`src/rtl/core/ple_pkg.sv`:
```
`default_nettype none
// ----------------------------------------------------------------------------
// ple_pkg
// Shared types and codes of the positional list engine: operation and status
// codes, the item and result beat layouts, and the controller/datapath links.
// ----------------------------------------------------------------------------
package ple_pkg;

	// Fixed widths of the beat fields.
	localparam int FUNC_W   = 2;
	localparam int POS_W    = 5;
	localparam int VALUE_W  = 32;
	localparam int STATUS_W = 2;

	typedef enum logic [FUNC_W-1:0] {
		OP_LOCATE = 2'd0,
		OP_GET    = 2'd1,
		OP_INSERT = 2'd2,
		OP_DELETE = 2'd3
	} op_t;

	typedef enum logic [STATUS_W-1:0] {
		ST_OK     = 2'd0,
		ST_EMPTY  = 2'd1,
		ST_BADPOS = 2'd2,
		ST_FULL   = 2'd3
	} status_t;

	typedef struct packed {
		op_t                func;
		logic [POS_W-1:0]   pos;
		logic [VALUE_W-1:0] value;
	} item_t;

	typedef struct packed {
		status_t            status;
		logic [VALUE_W-1:0] read_value;
		logic [POS_W-1:0]   found_pos;
		logic [POS_W-1:0]   count;
	} result_t;

	// Commands from the controller to the datapath.
	typedef struct packed {
		logic accept;      // latch the incoming beat and set up the walk pointer
		logic reject;      // incoming beat fails its checks: report its status now
		logic issue;       // read the entry under the walk pointer and step it
		logic wr_shift;    // write back the entry read in the previous cycle
		logic wr_ins_val;  // write the insert value at its position
		logic capture;     // keep the entry being deleted
		logic finish;      // register a successful result and update the count
	} cmd_t;

	// Status from the datapath to the controller.
	typedef struct packed {
		op_t  in_func;     // operation of the incoming beat
		logic in_err;      // incoming beat fails its checks
		op_t  op;          // operation being worked on
		logic more;        // entries remain to be read in this walk
		logic pend;        // a read issued last cycle has its data ready
		logic hit;         // that data matches the locate value
		logic last;        // that data is the last entry of the list
	} sts_t;

endpackage
`default_nettype wire

```
`src/rtl/core/ple_ctrl.sv`:
```
`default_nettype none
// ----------------------------------------------------------------------------
// ple_ctrl
// Controller of the positional list engine: sequences each operation through
// the list walk and drives the datapath by commands.
// ----------------------------------------------------------------------------
module ple_ctrl (
	input  wire logic          clk,
	input  wire logic          arst_n,
	input  wire logic          start,
	input  wire ple_pkg::sts_t sts,
	output ple_pkg::cmd_t      cmd,
	output logic               busy
);

	typedef enum logic [5:0] {
		S_IDLE = 6'b000001,
		S_LOC  = 6'b000010,
		S_RD1  = 6'b000100,
		S_RD2  = 6'b001000,
		S_DEL  = 6'b010000,
		S_INS  = 6'b100000
	} state_t;

	state_t state_q;
	state_t state_d;

	always_comb begin
		state_d = state_q;
		cmd     = '0;
		case (state_q)
			S_IDLE: begin
				if (start) begin
					cmd.accept = 1'b1;
					if (sts.in_err) begin
						cmd.reject = 1'b1;
					end else begin
						case (sts.in_func)
							ple_pkg::OP_LOCATE: state_d = S_LOC;
							ple_pkg::OP_INSERT: state_d = S_INS;
							default:            state_d = S_RD1;
						endcase
					end
				end
			end
			S_LOC: begin
				cmd.issue = sts.more;
				if (sts.hit || (sts.pend && sts.last)) begin
					cmd.finish = 1'b1;
					state_d    = S_IDLE;
				end
			end
			S_RD1: begin
				cmd.issue = 1'b1;
				state_d   = S_RD2;
			end
			S_RD2: begin
				if (sts.op == ple_pkg::OP_GET) begin
					cmd.finish = 1'b1;
					state_d    = S_IDLE;
				end else begin
					cmd.capture = 1'b1;
					state_d     = S_DEL;
				end
			end
			S_DEL: begin
				cmd.issue    = sts.more;
				cmd.wr_shift = sts.pend;
				if (!sts.more && !sts.pend) begin
					cmd.finish = 1'b1;
					state_d    = S_IDLE;
				end
			end
			S_INS: begin
				cmd.issue    = sts.more;
				cmd.wr_shift = sts.pend;
				if (!sts.more && !sts.pend) begin
					cmd.wr_ins_val = 1'b1;
					cmd.finish     = 1'b1;
					state_d        = S_IDLE;
				end
			end
			default: begin
				state_d = S_IDLE;
			end
		endcase
	end

	always_ff @(posedge clk or negedge arst_n) begin
		if (!arst_n) begin
			state_q <= S_IDLE;
		end else begin
			state_q <= state_d;
		end
	end

	assign busy = (state_q != S_IDLE);

endmodule
`default_nettype wire

```
`src/rtl/core/ple_dpath.sv`:
```
`default_nettype none
// ----------------------------------------------------------------------------
// ple_dpath
// Datapath of the positional list engine: entry memory, entry count, walk
// pointer with a one-stage read pipeline, beat checks and result register.
// ----------------------------------------------------------------------------
module ple_dpath #(
	parameter int CAPACITY    = 16,
	parameter int VALUE_WIDTH = 32
) (
	input  wire logic            clk,
	input  wire logic            arst_n,
	input  wire ple_pkg::item_t  item,
	input  wire ple_pkg::cmd_t   cmd,
	output ple_pkg::sts_t        sts,
	output ple_pkg::result_t     result,
	output logic                 done
);

	localparam int IW  = $clog2(CAPACITY + 1);
	localparam int AW  = (CAPACITY > 1) ? $clog2(CAPACITY) : 1;
	localparam int PW  = ple_pkg::POS_W;
	localparam int CW  = ((IW > PW) ? IW : PW) + 1;
	localparam int VW  = VALUE_WIDTH;
	localparam int OVW = ple_pkg::VALUE_W;

	logic [VW-1:0]   mem [CAPACITY];

	logic [IW-1:0]   cnt_q;
	logic [IW-1:0]   ptr_q;
	ple_pkg::op_t    op_q;
	logic [PW-1:0]   pos_q;
	logic [VW-1:0]   val_q;
	logic [VW-1:0]   got_q;
	logic [VW-1:0]   rdata_s1;
	logic [IW-1:0]   idx_s1;
	logic            vld_s1;
	ple_pkg::result_t res_q;
	logic            done_q;

	logic [IW-1:0]   pos_iw;
	logic [CW-1:0]   in_pos_w;
	logic [CW-1:0]   cnt_w;
	logic            is_empty;
	logic            is_full;
	ple_pkg::status_t in_status;
	logic            is_ins;
	logic [AW-1:0]   rd_addr;
	logic [AW-1:0]   wr_addr;
	logic [VW-1:0]   wr_data;
	logic            wr_en;
	logic [IW-1:0]   cnt_new;

	// Checks on the incoming beat against the current count.
	assign in_pos_w = CW'(item.pos);
	assign cnt_w    = CW'(cnt_q);
	assign is_empty = (cnt_q == '0);
	assign is_full  = (cnt_q == IW'(CAPACITY));

	always_comb begin
		in_status = ple_pkg::ST_OK;
		case (item.func)
			ple_pkg::OP_LOCATE: begin
				if (is_empty) begin
					in_status = ple_pkg::ST_EMPTY;
				end
			end
			ple_pkg::OP_INSERT: begin
				if ((item.pos == '0) || (in_pos_w > cnt_w + CW'(1))) begin
					in_status = ple_pkg::ST_BADPOS;
				end else if (is_full) begin
					in_status = ple_pkg::ST_FULL;
				end
			end
			default: begin
				if (is_empty) begin
					in_status = ple_pkg::ST_EMPTY;
				end else if ((item.pos == '0) || (in_pos_w > cnt_w)) begin
					in_status = ple_pkg::ST_BADPOS;
				end
			end
		endcase
	end

	// Walk control. Insert walks down from the top entry; the others walk up.
	assign pos_iw = IW'(pos_q);
	assign is_ins = (op_q == ple_pkg::OP_INSERT);

	always_comb begin
		sts         = '0;
		sts.in_func = item.func;
		sts.in_err  = (in_status != ple_pkg::ST_OK);
		sts.op      = op_q;
		sts.more    = is_ins ? (ptr_q >= pos_iw) : (ptr_q < cnt_q);
		sts.pend    = vld_s1;
		sts.hit     = vld_s1 && (rdata_s1 == val_q);
		sts.last    = (idx_s1 == cnt_q - IW'(1));
	end

	assign rd_addr = is_ins ? AW'(ptr_q - IW'(1)) : AW'(ptr_q);
	assign wr_en   = cmd.wr_shift || cmd.wr_ins_val;
	assign wr_data = cmd.wr_ins_val ? val_q : rdata_s1;

	always_comb begin
		if (cmd.wr_ins_val) begin
			wr_addr = AW'(pos_iw - IW'(1));
		end else if (is_ins) begin
			wr_addr = AW'(idx_s1);
		end else begin
			wr_addr = AW'(idx_s1 - IW'(1));
		end
	end

	always_ff @(posedge clk) begin
		if (wr_en) begin
			mem[wr_addr] <= wr_data;
		end
	end

	always_ff @(posedge clk) begin
		if (cmd.issue) begin
			rdata_s1 <= mem[rd_addr];
			idx_s1   <= ptr_q;
		end
	end

	always_ff @(posedge clk or negedge arst_n) begin
		if (!arst_n) begin
			vld_s1 <= 1'b0;
		end else begin
			vld_s1 <= cmd.issue;
		end
	end

	// Beat latch and walk pointer.
	always_ff @(posedge clk) begin
		if (cmd.accept) begin
			op_q  <= item.func;
			pos_q <= item.pos;
			val_q <= VW'(item.value);
			case (item.func)
				ple_pkg::OP_LOCATE: ptr_q <= '0;
				ple_pkg::OP_INSERT: ptr_q <= cnt_q;
				default:            ptr_q <= IW'(item.pos) - IW'(1);
			endcase
		end else if (cmd.issue) begin
			ptr_q <= is_ins ? (ptr_q - IW'(1)) : (ptr_q + IW'(1));
		end
		if (cmd.capture) begin
			got_q <= rdata_s1;
		end
	end

	// Entry count.
	always_comb begin
		case (op_q)
			ple_pkg::OP_INSERT: cnt_new = cnt_q + IW'(1);
			ple_pkg::OP_DELETE: cnt_new = cnt_q - IW'(1);
			default:            cnt_new = cnt_q;
		endcase
	end

	always_ff @(posedge clk or negedge arst_n) begin
		if (!arst_n) begin
			cnt_q <= '0;
		end else if (cmd.finish) begin
			cnt_q <= cnt_new;
		end
	end

	// Result register and strobe.
	always_ff @(posedge clk) begin
		if (cmd.reject) begin
			res_q.status     <= in_status;
			res_q.read_value <= '0;
			res_q.found_pos  <= '0;
			res_q.count      <= PW'(cnt_q);
		end else if (cmd.finish) begin
			res_q.status     <= ple_pkg::ST_OK;
			res_q.count      <= PW'(cnt_new);
			res_q.found_pos  <= ((op_q == ple_pkg::OP_LOCATE) && sts.hit) ?
				PW'(idx_s1 + IW'(1)) : '0;
			case (op_q)
				ple_pkg::OP_GET:    res_q.read_value <= OVW'(rdata_s1);
				ple_pkg::OP_DELETE: res_q.read_value <= OVW'(got_q);
				default:            res_q.read_value <= '0;
			endcase
		end
	end

	always_ff @(posedge clk or negedge arst_n) begin
		if (!arst_n) begin
			done_q <= 1'b0;
		end else begin
			done_q <= cmd.reject || cmd.finish;
		end
	end

	assign result = res_q;
	assign done   = done_q;

endmodule
`default_nettype wire

```
`src/rtl/core/positional_list_engine.sv`:
```
`default_nettype none
// ----------------------------------------------------------------------------
// positional_list_engine
// Ordered list of up to CAPACITY values addressed by 1-based position, with
// locate, get, insert and delete operations and one result beat per command.
// ----------------------------------------------------------------------------
//
//  Channel   Ports                     Direction  Transfer
//  --------  ------------------------  ---------  ------------------------------
//  command   start, busy, item         in         beat taken when start && !busy
//  result    done, result              out        beat valid for the single
//                                                 cycle in which done is high
//
// A command that fails its checks (empty list, bad position, full list) gives
// its result beat in the cycle after it is taken, without entering the walk.
// Get reads its entry; locate walks up from the first entry until a match
// or the last entry; insert shifts the entries from the top down to its
// position and then writes its value; delete keeps its entry and shifts
// the ones above it down. The entry memory gives one read and one write
// per cycle while the list is walked or shifted one entry at a time.
// Busy is low again in the cycle that shows the result, so the next command
// can be taken there. Reset clears the count; the entry memory is not cleared,
// as no entry is read before it was written. The receiver cannot stall the
// result, so a beat is shown once and never held.
//
module positional_list_engine #(
	parameter int CAPACITY    = 16,
	parameter int VALUE_WIDTH = 32
) (
	input  wire logic           clk,
	input  wire logic           arst_n,
	input  wire logic           start,
	input  wire ple_pkg::item_t item,
	output logic                busy,
	output logic                done,
	output ple_pkg::result_t    result
);

	// Command and status between the sequencer and the datapath.
	ple_pkg::cmd_t cmd;
	ple_pkg::sts_t sts;

	// The controller owns the operation sequence: it decides when the walk
	// pointer steps, when memory is written and when the result is latched.
	ple_ctrl u_ctrl (
		.clk    (clk),
		.arst_n (arst_n),
		.start  (start),
		.sts    (sts),
		.cmd    (cmd),
		.busy   (busy)
	);

	// The datapath holds the entries, the count and the result register. It
	// also checks each incoming command against the count so that failures
	// are answered without entering the walk.
	ple_dpath #(
		.CAPACITY    (CAPACITY),
		.VALUE_WIDTH (VALUE_WIDTH)
	) u_dpath (
		.clk    (clk),
		.arst_n (arst_n),
		.item   (item),
		.cmd    (cmd),
		.sts    (sts),
		.result (result),
		.done   (done)
	);

endmodule
`default_nettype wire

```
`config.mk`:
```
export PLATFORM = sky130hd
export DESIGN_NAME = positional_list_engine
export DESIGN_NICKNAME = d
export VERILOG_FILES = /design/src/rtl/core/ple_pkg.sv /design/src/rtl/core/ple_ctrl.sv /design/src/rtl/core/ple_dpath.sv /design/src/rtl/core/positional_list_engine.sv
export SDC_FILE = /design/constraint.sdc
export NUM_CORES = 1
export LEC_CHECK = 0
export BUFFER_PORTS_ARGS = -buffer_cell sky130_fd_sc_hd__buf_2
export CAP_MARGIN = 10
export CORE_MARGIN = 2
export CORE_UTILIZATION = 45
export DETAILED_ROUTE_END_ITERATION = 16
export HOLD_SLACK_MARGIN = 0.05
export PLACE_DENSITY = 0.74
export SYNTH_ARGS = -nofsm -noshare
export SYNTH_HDL_FRONTEND = slang
export SYNTH_SLANG_ARGS = --single-unit
```
`constraint.sdc`:
```
create_clock -name clk -period 5.2 [get_ports clk]
set_input_delay 0.78 -clock clk [delete_from_list [all_inputs] [get_ports clk]]
set_output_delay 0.78 -clock clk [all_outputs]
set_load 0.02 [all_outputs]
```
==> summary.md, run 1 <==
| Metric | Value |
|---|---|
| Min cycle time layout | between 3 and 4 ns |
| Proportion of layout cells with a drive suffix above 1 | a little under a third |
| Total track usage | between 20% and 30% |
| Mux share of post-synthesis cell area | between 10% and 20% |
| Critical Path AT | about 4.2 ns |
| Compound-cell area share of the yosys netlist | roughly 3.1% |
| Post-synth cell types | 75 |
| Placer Congestion | approximately 0.94 |
| Critical Path Start | u_dpath.cnt_q[2]$_DFFE_PN0P_ |
| R2r setup slk | between 1 and 1.5 ns |
| # port buffers | a little under 90 |
| CP cell instances | inv_1 -> ha_1 -> o211ai_1 -> o21ai_0 -> and4b_2 -> nor3_1 -> a31oi_1 -> nor2_4 -> buf_4 |
| Cells after Synth | between 1,000 and 1,500 |
| 1st-pass router iterations | 5 |
| Drt initial violations | about 1,700 |
| Gate power share | between 20% and 30% |
| Crit path max fanout | 19 |
| MaxCap Viol Count | 0 |
| Syn Nets | 1,517 |
| CP endpoint kind | register |
| Design Area, Final | ~32,000 sq um |
| P&R area growth vs syn | 13.6% |
| Synth top area share | 68.1% |
| Cell family with most CP delay | compound AO/OA/AOI/OAI gates |
| DP Wirelength | around 43 mm |
| Pre-CTS setup slack | roughly 1.4 ns |
| Period utilisation layout | roughly 74% |
| Count leader, synth | edfxtp_1 |
| Seq pwr share | between 40% and 50% |
| Slew at the pin closest to its max-slew limit | roughly 1.2 ns |
| PnR worst setup slack | 1.36 ns |
| Final hold viol count | 0 |
| CTS Buf Count | 70 |
| Crit path depth | 9 |
| Skew-Pair Late Insertion Delay | 0.63 ns |
| Largest family of logic cells by synthesized area | multiplexers |
| Worst path slowest cell | a31oi_1 |
| Final Setup Violations | 0 |
| Fmax | around 0.26 GHz |
| Critical Path Max Stage Delay | 0.85 ns |
| Status | complete, no violations |
| Postcts setup bufs | 0 |
| Antenna Cells | 0 |
| Sequential share of the synthesized area | approximately 70% |
| Net Sw Frac | 27.4% |
| Final Max Slew Viols | 0 |
| Fin Hold WS | approximately 0.085 ns |
| Seq cells post-synth | between 600 and 700 |
| Worst vdd ir | about 0.36 mV |
| First-pass GRT wire length | just under 100 mm |
| Initial core utilization | between 40% and 50% |
| Mapped cell area | 27,900 sq um |
| Overall routed net length | between 60 and 70 mm |
| CP bufs+invs | 2 |
| Clk_skew | ~0.036 ns |
| RSZ-0062 raised after global routing | no |
| Area of the core | approximately 60,000 sq um |
| Clock power frac | 33.9% |
| GRT overflow | 0 |
| Internal power | approximately 11,000 uW |
| WL/cell | between 20 and 30 microns |
| Mean post-synth cell area | just under 20 sq um |
| Largest net degree at the start of global routing | 129 |
| Synth Flop Type | edfxtp_1 |
| Die H | between 200 and 300 microns |
| Post-cts resize count | 0 |
| TritonCTS clock tree | yes |
| Synth Area in Simple Gates | roughly 3.7% |
| Synth top cells by count | 632 x edfxtp_1, 160 x mux4_2, 72 x nand2_1 |
| LEAKAGE | roughly 0.010 uW |
| Adder-Cell Fraction of Synth Area | 1.39% |
| Synth top area cells | edfxtp_1 68%, mux4_2 13%, dfxtp_1 2.7%, mux2_2 2.6%, xnor2_1 1.6% |
| Die width | 253 microns |
| Share of flip-flops with an asynchronous set or reset | between 1.5 and 2% |
| Drt via density | between 6 and 7 |
| H-tree depth | 3 |
| Reg2reg end | u_dpath.mem[0][21]$_DFFE_PP_ |
| Setup TNS | 0 ns |
| Die area | around 64,000 sq um |
| Power Density | around 460 nW/um^2 |
| Critical path endpoint | u_dpath.mem[0][21]$_DFFE_PP_ |
| Clock buffer depth | 3 |
| Residual DRC | 0 |
| Relative slew slack | 22.4% |
| Post-synth EDFFs | 632 |
| CP Data Required Time | roughly 5.5 ns |
| Cts-stage hold buffer count | 0 |
| Routed Antenna Nets | 0 |
| Net load switching power | 4030 uW |
| Clk pin slew, worst setup/hold paths | about 0.060 ns |
| Setup CP Type | reg2reg |
| Yosys top cell by area | edfxtp_1 |
| Post-Synth XOR/XNOR Area | 2.11% |
| I/O pin cnt | 88 |
| Path depth of the worst reg2reg path | 9 |
| Initial antenna violation count | 0 |
| Crit path launch type | register |
| Final nets | approximately 1,600 |
| Yosys warns | 0 |
| Clk root buf | clkbuf_16 |
| Vias in the first global route | roughly 14,000 |
| R2r startpoint | u_dpath.cnt_q[2]$_DFFE_PN0P_ |
| Worst Hold Class | in2async |
| Clock sink count | 682 |
| # rows | 91 |
| DP Area | between 20,000 and 30,000 sq um |
| Total number of vias | 14,450 |
==> worst min path at each step <==
stage	endpoint	depth (start not counted)	slack [ns]
detailed placement	u_dpath.result[26]$_SDFFE_PP0P_	2	0.46
global placement	u_dpath.result[41]$_SDFFE_PP0P_	2	0.45
floorplan	u_ctrl.state_q[1]$_DFFE_PN0P_	0	0.48
finish	u_dpath.cnt_q[0]$_DFFE_PN0P_	1	0.08
global route	u_dpath.cnt_q[0]$_DFFE_PN0P_	1	0.1
CTS	u_dpath.cnt_q[0]$_DFFE_PN0P_	1	0.08
==> stage by stage <==
step | utilization, % | power [uW] | cells
finish | 51.5 | 14700 | 2401
global route | 51.5 | 15200 | 2401
CTS | 51.5 | 14800 | 2401
detailed placement | 47.8 | 9820 | 2280
global placement | 47.8 | 9790 | 2280
floorplan | - | 8810 | 1444
==> area by class of cell <==
type / count / area, sq um
Clock buffer: 86 / 1840
Clock inverter: 35 / 423
Fill cell: 4756 / 29800
Inverter: 25 / 93.8
Multi-Input combinational cell: 665 / 7540
Sequential cell: 682 / 20000
Tap cell: 790 / 988
Timing Repair Buffer: 118 / 706
==> per-layer routing <==
metal	track usage (%)	up-vias	share of wire, %
met2	29.6	683	44
met5	0	-	0
met1	32.3	7605	45
met4	5.17	0	1.7
li1	-	6085	-
met3	4.47	77	9.3
==> layout by cell type, fill, tap and decap left out, types with 4 or more instances in the layout <==
master,n
buf_2,87
bufinv_16,7
ha_1,30
inv_1,21
clkinv_2,8
xnor2_1,51
mux2_2,64
dfxtp_1,37
nor3_1,11
dfrtp_1,12
nor2_1,21
nand4_1,15
o21ai_0,16
mux4_2,160
nand3_1,24
a21oi_1,38
nor2_4,17
nand2_1,71
buf_4,28
a31o_2,23
edfxtp_1,632
clkbuf_16,71
nand2b_1,10
clkbuf_1,14
mux2i_1,13
o211ai_1,4
o21ai_1,4
clkinv_1,13
a211oi_1,4
xor2_1,14
nor4_1,4
==> flip-flops by register name (all words and copies together) (netlist names), 2 cells and up <==
name / count
u_dpath.rdata_s1: 32
u_dpath.pos_iw: 5
u_dpath.val_q: 32
u_dpath.op_q: 2
u_dpath.ptr_q: 5
u_ctrl.state_q: 6
u_dpath.result: 44
u_dpath.got_q: 32
u_dpath.idx_s1: 5
u_dpath.mem: 512
u_dpath.cnt_q: 5
==> power by group through the flow <==
stage	clock network (uW)	logic [uW]	registers (uW)
after floorplan	0	2340	6470
after global placement	0	3260	6530
after detailed placement	0	3290	6540
after CTS	5040	3300	6420
after global routing	5240	3490	6440
final	4970	3280	6430
==> cell families (layout without fill, tap and decap cells) <==
kind of cell,count (synthesis),after routing
flops,682,682
mux,237,237
simple gates,204,204
compound gates,126,126
buf+inv,97,264
xor+xnor,67,67
fa+ha+maj,31,31
No activity file was read; power rests on OpenSTA's default activity.
==> run 2: changes to the inputs <==
Settings changed: ABC_AREA set to 1, PLACE_DENSITY 0.74 to 0.72.
Clock period 5.2 ns to 4 ns, I/O delays scaled along.
==> summary.md, run 2 <==
| Metric | Value |
|---|---|
| Area of the core | 64,600 sq um (was 61,500 sq um) |
| Share of flip-flops with an asynchronous set or reset | 1.91% (unchanged) |
| Period utilisation layout | 84.9% (was 73.9%) |
| Total track usage | 21.9% (was 20.7%) |
| P&R area growth vs syn | 14.1% (was 13.6%) |
| Seq cells post-synth | 682 (unchanged) |
| CP bufs+invs | 2 (unchanged) |
| Initial core utilization | 45.5% (was 45.3%) |
| Skew-Pair Late Insertion Delay | 0.62 ns (was 0.63 ns) |
| Relative slew slack | 31.5% (was 22.4%) |
| R2r startpoint | u_dpath.ptr_q[0]$_DFFE_PP_ (was u_dpath.cnt_q[2]$_DFFE_PN0P_) |
| Mean post-synth cell area | 10.9 sq um (was 19.3 sq um) |
| Final Setup Violations | 0 (unchanged) |
| First-pass GRT wire length | 113 mm (was 96.2 mm) |
| Overall routed net length | 73.3 mm (was 65.2 mm) |
| Die area | 67,400 sq um (was 63,900 sq um) |
| TritonCTS clock tree | yes (unchanged) |
| Placer Congestion | 0.932 (was 0.939) |
| WL/cell | 19.8 microns (was 27.1 microns) |
| Largest register FFs | 512 (unchanged) |
| LEAKAGE | 0.0129 uW (was 0.0103 uW) |
| Final Max Slew Viols | 0 (unchanged) |
| DP Wirelength | 47.6 mm (was 43.5 mm) |
| Post-synth EDFFs | 632 (unchanged) |
| Residual DRC | 0 (unchanged) |
| H-tree depth | 3 (unchanged) |
| Clock sink count | 682 (unchanged) |
| Post-cts resize count | 0 (unchanged) |
| Yosys top cell by area | edfxtp_1 (unchanged) |
| Status | complete, no violations (unchanged) |
| Synth Flop Type | edfxtp_1 (unchanged) |
| CP endpoint kind | register (unchanged) |
| CP Data Required Time | 4.31 ns (was 5.53 ns) |
| Synth top area share | 64.5% (was 68.1%) |
| Yosys warns | 0 (unchanged) |
| Total number of vias | 20,114 (was 14,450) |
| Cells after Synth | 2,688 (was 1,444) |
| Power Density | 825 nW/um^2 (was 464 nW/um^2) |
| Initial antenna violation count | 1 (was 0) |
| Post-synth cell types | 52 (was 75) |
| Antenna Cells | 0 (unchanged) |
| Min cycle time layout | 3.40 ns (was 3.84 ns) |
| Cell family with most CP delay | simple AND/OR/NAND/NOR gates (was compound AO/OA/AOI/OAI gates) |
| Leading cell type in the layout, fill and taps excluded | nand2_1 (was edfxtp_1) |
| Sequential share of the synthesized area | 68.1% (was 71.9%) |
| Setup CP Type | reg2reg (unchanged) |
| Most frequent cells in the layout | 916 x nand2_1, 632 x edfxtp_1, 155 x nand3_1 (was 632 x edfxtp_1, 160 x mux4_2, 87 x buf_2) |
| Vias in the first global route | 19,449 (was 14,239) |
| Die width | 260 microns (was 253 microns) |
| Fmax | 0.294 GHz (was 0.260 GHz) |
| Slew at the pin closest to its max-slew limit | 1.02 ns (was 1.16 ns) |
| Proportion of layout cells with a drive suffix above 1 | 13.4% (was 31.3%) |
| Die H | 260 microns (was 253 microns) |
| Count leader, synth | nand2_1 (was edfxtp_1) |
| Clk root buf | clkbuf_16 (unchanged) |
| Worst vdd ir | 0.759 mV (was 0.359 mV) |
| Worst Hold Class | in2reg (was in2async) |
| GRT overflow | 0 (unchanged) |
| Crit path max fanout | 17 (was 19) |
| Final hold viol count | 0 (unchanged) |
| Clk_skew | 0.0259 ns (was 0.0355 ns) |
| Synth top cells by count | 917 x nand2_1, 632 x edfxtp_1, 155 x nand3_1 (was 632 x edfxtp_1, 160 x mux4_2, 72 x nand2_1) |
| CTS Buf Count | 71 (was 70) |
| Fin Hold WS | 0.159 ns (was 0.0848 ns) |
| Worst hold start | item[21] |
| Drt via density | 5.44 (was 6.02) |
| Synth top area cells | edfxtp_1 65%, nand2_1 12%, nand3_1 2.6%, dfxtp_1 2.5%, o21ai_0 2.5% (was edfxtp_1 68%, mux4_2 13%, dfxtp_1 2.7%, mux2_2 2.6%, xnor2_1 1.6%) |
| Most flop-heavy register | u_dpath.mem (unchanged) |
| RSZ-0062 raised after global routing | no (unchanged) |
| Critical Path AT | 3.71 ns (was 4.18 ns) |
| Critical Path Max Stage Delay | 0.62 ns (was 0.85 ns) |
| Worst path slowest cell | nor2_4 (was a31oi_1) |
| # rows | 93 (was 91) |
| 1st-pass router iterations | 6 (was 5) |
| MaxCap Viol Count | 0 (unchanged) |
| CP cell instances | inv_1 -> ha_1 -> o21ai_0 -> o211ai_1 -> nand2_1 -> nand4_4 -> o21ai_0 -> nand3_1 -> nor2_4 -> buf_12 (was inv_1 -> ha_1 -> o211ai_1 -> o21ai_0 -> and4b_2 -> nor3_1 -> a31oi_1 -> nor2_4 -> buf_4) |
| Syn Nets | 2,761 (was 1,517) |
| Drt initial violations | 2,524 (was 1,748) |
| I/O pin cnt | 88 (unchanged) |
| Critical Path Start | u_dpath.ptr_q[0]$_DFFE_PP_ (was u_dpath.cnt_q[2]$_DFFE_PN0P_) |
| Clk pin slew, worst setup/hold paths | 0.06 ns (about the same) |
| Largest net degree at the start of global routing | 114 (was 129) |
| Crit path launch type | register (unchanged) |
| Routed Antenna Nets | 0 (unchanged) |
| Clock buffer depth | 3 (unchanged) |
| Final nets | 2,863 (was 1,635) |
| CP most frequent cell | o21ai_0 |
| Mapped cell area | 29,400 sq um (was 27,900 sq um) |
| Setup TNS | 0 ns (unchanged) |
| # port buffers | 87 (unchanged) |
run 2: worst paths after layout:
| path | to | slack (ns) | cells past startpoint |
|---|---|---|---|
| worst max-delay path | u_dpath.mem[8][30]$_DFFE_PP_ | 0.60 | 10 |
| worst min-delay path | u_dpath.val_q[21]$_DFFE_PP_ | 0.16 | 1 |
| worst max register to register | u_dpath.mem[8][30]$_DFFE_PP_ | 0.60 | 10 |
| worst min register to register | u_dpath.got_q[21]$_DFFE_PP_ | 0.45 | 0 |
| max in group asynchronous | u_ctrl.state_q[0]$_DFFE_PN1P_ | 3.24 | 2 |
| min in group asynchronous | u_dpath.vld_s1$_DFF_PN0_ | 0.43 | 2 |
run 2: worst register-to-register path, stage by stage, from the launching register on:
cell      delay (ns)
edfxtp_1        0.42
inv_1           0.23
ha_1            0.28
o21ai_0         0.18
o211ai_1        0.11
nand2_1         0.15
nand4_4         0.18
o21ai_0         0.25
nand3_1         0.41
nor2_4          0.62
buf_12          0.25
run 2: cells by family after synthesis:
group / Yosys count / synth area share (%)
xor gates and xnor gates: 25 / 0.770
AOI/OAI and AO/OA: 373 / 7.45
adders and majority gates: 31 / 1.32
buffers and inverters: 294 / 4.30
DFF: 682 / 68.1
and+or+nand+nor: 1283 / 18.0
run 2: what timing repair did:
action | CTS | global route
hold buffers | 1 | 0
endpoints found under the hold margin | 12 | 0
setup buffers | 0 | 0
run 2: per-layer routing:
| metal | share of wire, % | routed length (microns) | track usage, % | up-vias |
|---|---|---|---|---|
| li1 | - | - | - | 9470 |
| met1 | 41 | 30300 | 29.9 | 9515 |
| met2 | 46 | 33500 | 34.2 | 996 |
| met3 | 10 | 7530 | 5.23 | 133 |
| met4 | 2.8 | 2040 | 7.90 | 0 |
| met5 | 0 | 0 | 0 | - |
run 2: power by group:
group          total [uW]  switching (uW)  internal (uW)  leakage [uW]
registers            9950             496           9450       0.00618
clock network        6560            2750           3810       0.00114
logic               11200            8040           3140       0.00558
total               27700           11300          16400        0.0129
run 2: through the flow:
stage | total power [uW] | setup slack [ns] | util, % | area, sq um | instances
2_1_floorplan | 17200 | 0.359 | - | 29400 | 2688
3_3_place_gp | 20900 | 0.737 | 48.4 | 31200 | 3571
3_5_place_dp | 21100 | 0.598 | 48.4 | 31200 | 3571
4_1_cts | 27700 | 0.589 | 52.0 | 33600 | 3700
5_1_grt | 29300 | 0.331 | 52.0 | 33600 | 3700
6_report | 27700 | 0.604 | 52.0 | 33600 | 3700
run 2: final cells by class:
type | count | area [sq um]
Fill cell | 5436 | 31000
Sequential cell | 682 | 20000
Timing Repair Buffer | 166 | 1240
Multi-Input combinational cell | 1712 | 8280
Inverter | 157 | 602
Clock buffer | 80 | 1850
Tap cell | 855 | 1070
Clock inverter | 48 | 460
==> run 3: changes to the inputs <==
Clock period 4 ns to 3.5 ns, I/O delays scaled along.
==> summary.md, run 3 (synthesis gave the netlist of run 2 again) <==
| Metric | Value |
|---|---|
| Proportion of layout cells with a drive suffix above 1 | 13.7% (was 13.4%) |
| WL/cell | 20.1 microns (was 19.8 microns) |
| LEAKAGE | 0.0130 uW (was 0.0129 uW) |
| Path depth of the worst reg2reg path | 10 (unchanged) |
| Final Core Density | 52.1% (was 52.0%) |
| CP cell instances | inv_1 -> ha_1 -> o21ai_0 -> o211ai_1 -> nand2_1 -> nand4_4 -> o21ai_1 -> nand3_1 -> nor2_4 -> buf_4 (was inv_1 -> ha_1 -> o21ai_0 -> o211ai_1 -> nand2_1 -> nand4_4 -> o21ai_0 -> nand3_1 -> nor2_4 -> buf_12) |
| Crit path launch type | register (unchanged) |
| Die H | 260 microns (unchanged) |
| Largest net degree at the start of global routing | 116 (was 114) |
| Most frequent cells in the layout | 916 x nand2_1, 632 x edfxtp_1, 155 x nand3_1 (unchanged) |
| Cts-stage hold buffer count | 1 (unchanged) |
| # rows | 93 (unchanged) |
| RSZ-0062 raised after global routing | no (unchanged) |
| Crit path max fanout | 20 (was 17) |
| Initial core utilization | 45.5% (unchanged) |
| MaxCap Viol Count | 0 (unchanged) |
| # port buffers | 87 (unchanged) |
| Routed Antenna Nets | 0 (unchanged) |
| Grt met2 use | 34.6% (was 34.2%) |
| Residual DRC | 0 (unchanged) |
| Power Density | 944 nW/um^2 (was 825 nW/um^2) |
| P&R area growth vs syn | 14.3% (was 14.1%) |
| Clock sink count | 682 (unchanged) |
| H-tree depth | 3 (unchanged) |
| Die area | 67,400 sq um (unchanged) |
| Final Setup Violations | 0 (unchanged) |
| Leading cell type in the layout, fill and taps excluded | nand2_1 (unchanged) |
| Drt via density | 5.47 (was 5.44) |
| Gate power share | 40.9% (was 40.4%) |
| Final hold viol count | 0 (unchanged) |
| GRT overflow | 0 (unchanged) |
| Worst path slowest cell | edfxtp_1 (was nor2_4) |
| CP endpoint kind | register (unchanged) |
| Antenna Cells | 0 (unchanged) |
| Min cycle time layout | 3.21 ns (was 3.40 ns) |
| Internal power | 18,900 uW (was 16,400 uW) |
| FILL cells | 5,407 (was 5,436) |
| Vias in the first global route | 19,533 (was 19,449) |
| Critical Path AT | 3.47 ns (was 3.71 ns) |
| Total track usage | 22.1% (was 21.9%) |
| Net load switching power | 12,900 uW (was 11,300 uW) |
| Clock buffer depth | 3 (unchanged) |
| Worst Hold Class | in2reg (unchanged) |
| Relative slew slack | 23.5% (was 31.5%) |
| Skew-Pair Late Insertion Delay | 0.60 ns (was 0.62 ns) |
| Worst vdd ir | 0.592 mV (was 0.759 mV) |
| Initial antenna violation count | 0 (was 1) |
| Final nets | 2,882 (was 2,863) |
| Gr busiest metal | met2 (unchanged) |
| I/O pin cnt | 88 (unchanged) |
| Clk_skew | 0.0233 ns (was 0.0259 ns) |
| Fin Hold WS | 0.0983 ns (was 0.159 ns) |
| Largest register FFs | 512 (unchanged) |
| CP bufs+invs | 2 (unchanged) |
| Cell family with most CP delay | simple AND/OR/NAND/NOR gates (unchanged) |
| Placer Congestion | 0.906 (was 0.932) |
| Net Sw Frac | 40.5% (was 40.8%) |
| CTS Buf Count | 70 (was 71) |
| Total number of vias | 20,332 (was 20,114) |
| Die width | 260 microns (unchanged) |
| TritonCTS clock tree | yes (unchanged) |
| Most flop-heavy register | u_dpath.mem (unchanged) |
| Post-cts resize count | 0 (unchanged) |
| Seq pwr share | 35.9% (about the same) |
| Clk pin slew, worst setup/hold paths | 0.06 ns (about the same) |
| Hold Crit Depth | 1 (unchanged) |
| Fmax | 0.312 GHz (was 0.294 GHz) |
| GR Layer Usage met3 | 3.46% (was 5.23%) |
| 1st-pass router iterations | 6 (unchanged) |
| Setup CP Type | reg2reg (unchanged) |
| Status | complete, no violations (unchanged) |
| Clk root buf | clkbuf_16 (unchanged) |
| CP Data Required Time | 3.76 ns (was 4.31 ns) |
| Area of the core | 64,600 sq um (unchanged) |
| Met1 Usage GRT | 31.9% (was 29.9%) |
| Final Max Slew Viols | 0 (unchanged) |
| DP Wirelength | 48.3 mm (was 47.6 mm) |
| Overall routed net length | 74.7 mm (was 73.3 mm) |
| Postcts setup bufs | 0 (unchanged) |
| Slew at the pin closest to its max-slew limit | 1.14 ns (was 1.02 ns) |
| Period utilisation layout | 91.7% (was 84.9%) |
| Critical Path Max Stage Delay | 0.43 ns (was 0.62 ns) |
| First-pass GRT wire length | 114 mm (was 113 mm) |
| Crit path depth | 10 (unchanged) |
| Drt initial violations | 2,545 (was 2,524) |
| Clock power frac | 23.1% (was 23.7%) |
[run 3: cell count changes in the layout (fill, tap and decap cells not counted), sizes merged]
cell | before | now
clkbuf | 80 | 94
clkinv | 33 | 17
bufinv | 7 | 6
buf | 165 | 185
inv | 163 | 161
clkinvlp | 2 | 3
[run 3: routing by layer]
metal | share of wire (%) | vias up
li1 | - | 9517
met1 | 42 | 9665
met2 | 46 | 1036
met3 | 9.9 | 114
met4 | 2.4 | 0
met5 | 0 | -
[run 3: cell type report]
class | instances | area, sq um | share of cell area, %
multi-input combinational | 1712 | 8280 | 24.6
timing repair buffer | 186 | 1380 | 4.11
inverter | 157 | 602 | 1.79
tap | 855 | 1070 | 3.18
sequential | 682 | 20000 | 59.6
clock buffer | 94 | 1940 | 5.76
clock inverter | 30 | 322 | 0.956
[run 3: worst register-to-register path, stage by stage, from the launching register on]
cell	delay, ns
edfxtp_1	0.43
inv_1	0.24
ha_1	0.29
o21ai_0	0.18
o211ai_1	0.13
nand2_1	0.16
nand4_4	0.19
o21ai_1	0.31
nand3_1	0.39
nor2_4	0.21
buf_4	0.34
[run 3: final timing paths]
check	startpoint	end	slack, ns
worst max-delay path	u_dpath.ptr_q[0]$_DFFE_PP_	u_dpath.mem[11][29]$_DFFE_PP_	0.29
worst min-delay path	item[12]	u_dpath.val_q[12]$_DFFE_PP_	0.1
worst max register to register	u_dpath.ptr_q[0]$_DFFE_PP_	u_dpath.mem[11][29]$_DFFE_PP_	0.29
worst min register to register	u_dpath.result[29]$_SDFFE_PP0P_	u_dpath.result[29]$_SDFFE_PP0P_	0.49
max in group asynchronous	arst_n	u_ctrl.state_q[0]$_DFFE_PN1P_	2.83
min in group asynchronous	arst_n	u_ctrl.state_q[1]$_DFFE_PN0P_	0.37
[run 3: stage by stage]
| step | std cells | setup TNS [ns] | worst slack (ns) | power (uW) | area (sq um) |
|---|---|---|---|---|---|
| 6_report | 3716 | 0 | 0.292 | 31700 | 33600 |
| 3_3_place_gp | 3591 | 0 | 0.434 | 24000 | 31400 |
| 2_1_floorplan | 2688 | -62.11 | -0.141 | 19600 | 29400 |
| 4_1_cts | 3716 | 0 | 0.279 | 31700 | 33600 |
| 3_5_place_dp | 3591 | 0 | 0.282 | 24300 | 31400 |
| 5_1_grt | 3716 | 0 | 0.0678 | 33500 | 33600 |
[run 3: power groups by stage]
stage                     Combinational [uW]  Sequential [uW]  Clock (uW)
after floorplan                         8040            11600           0
after global placement                 12500            11500           0
after detailed placement               12700            11600           0
after CTS                              12900            11400        7440
after global routing                   14200            11500        7770
final                                  13000            11400        7340
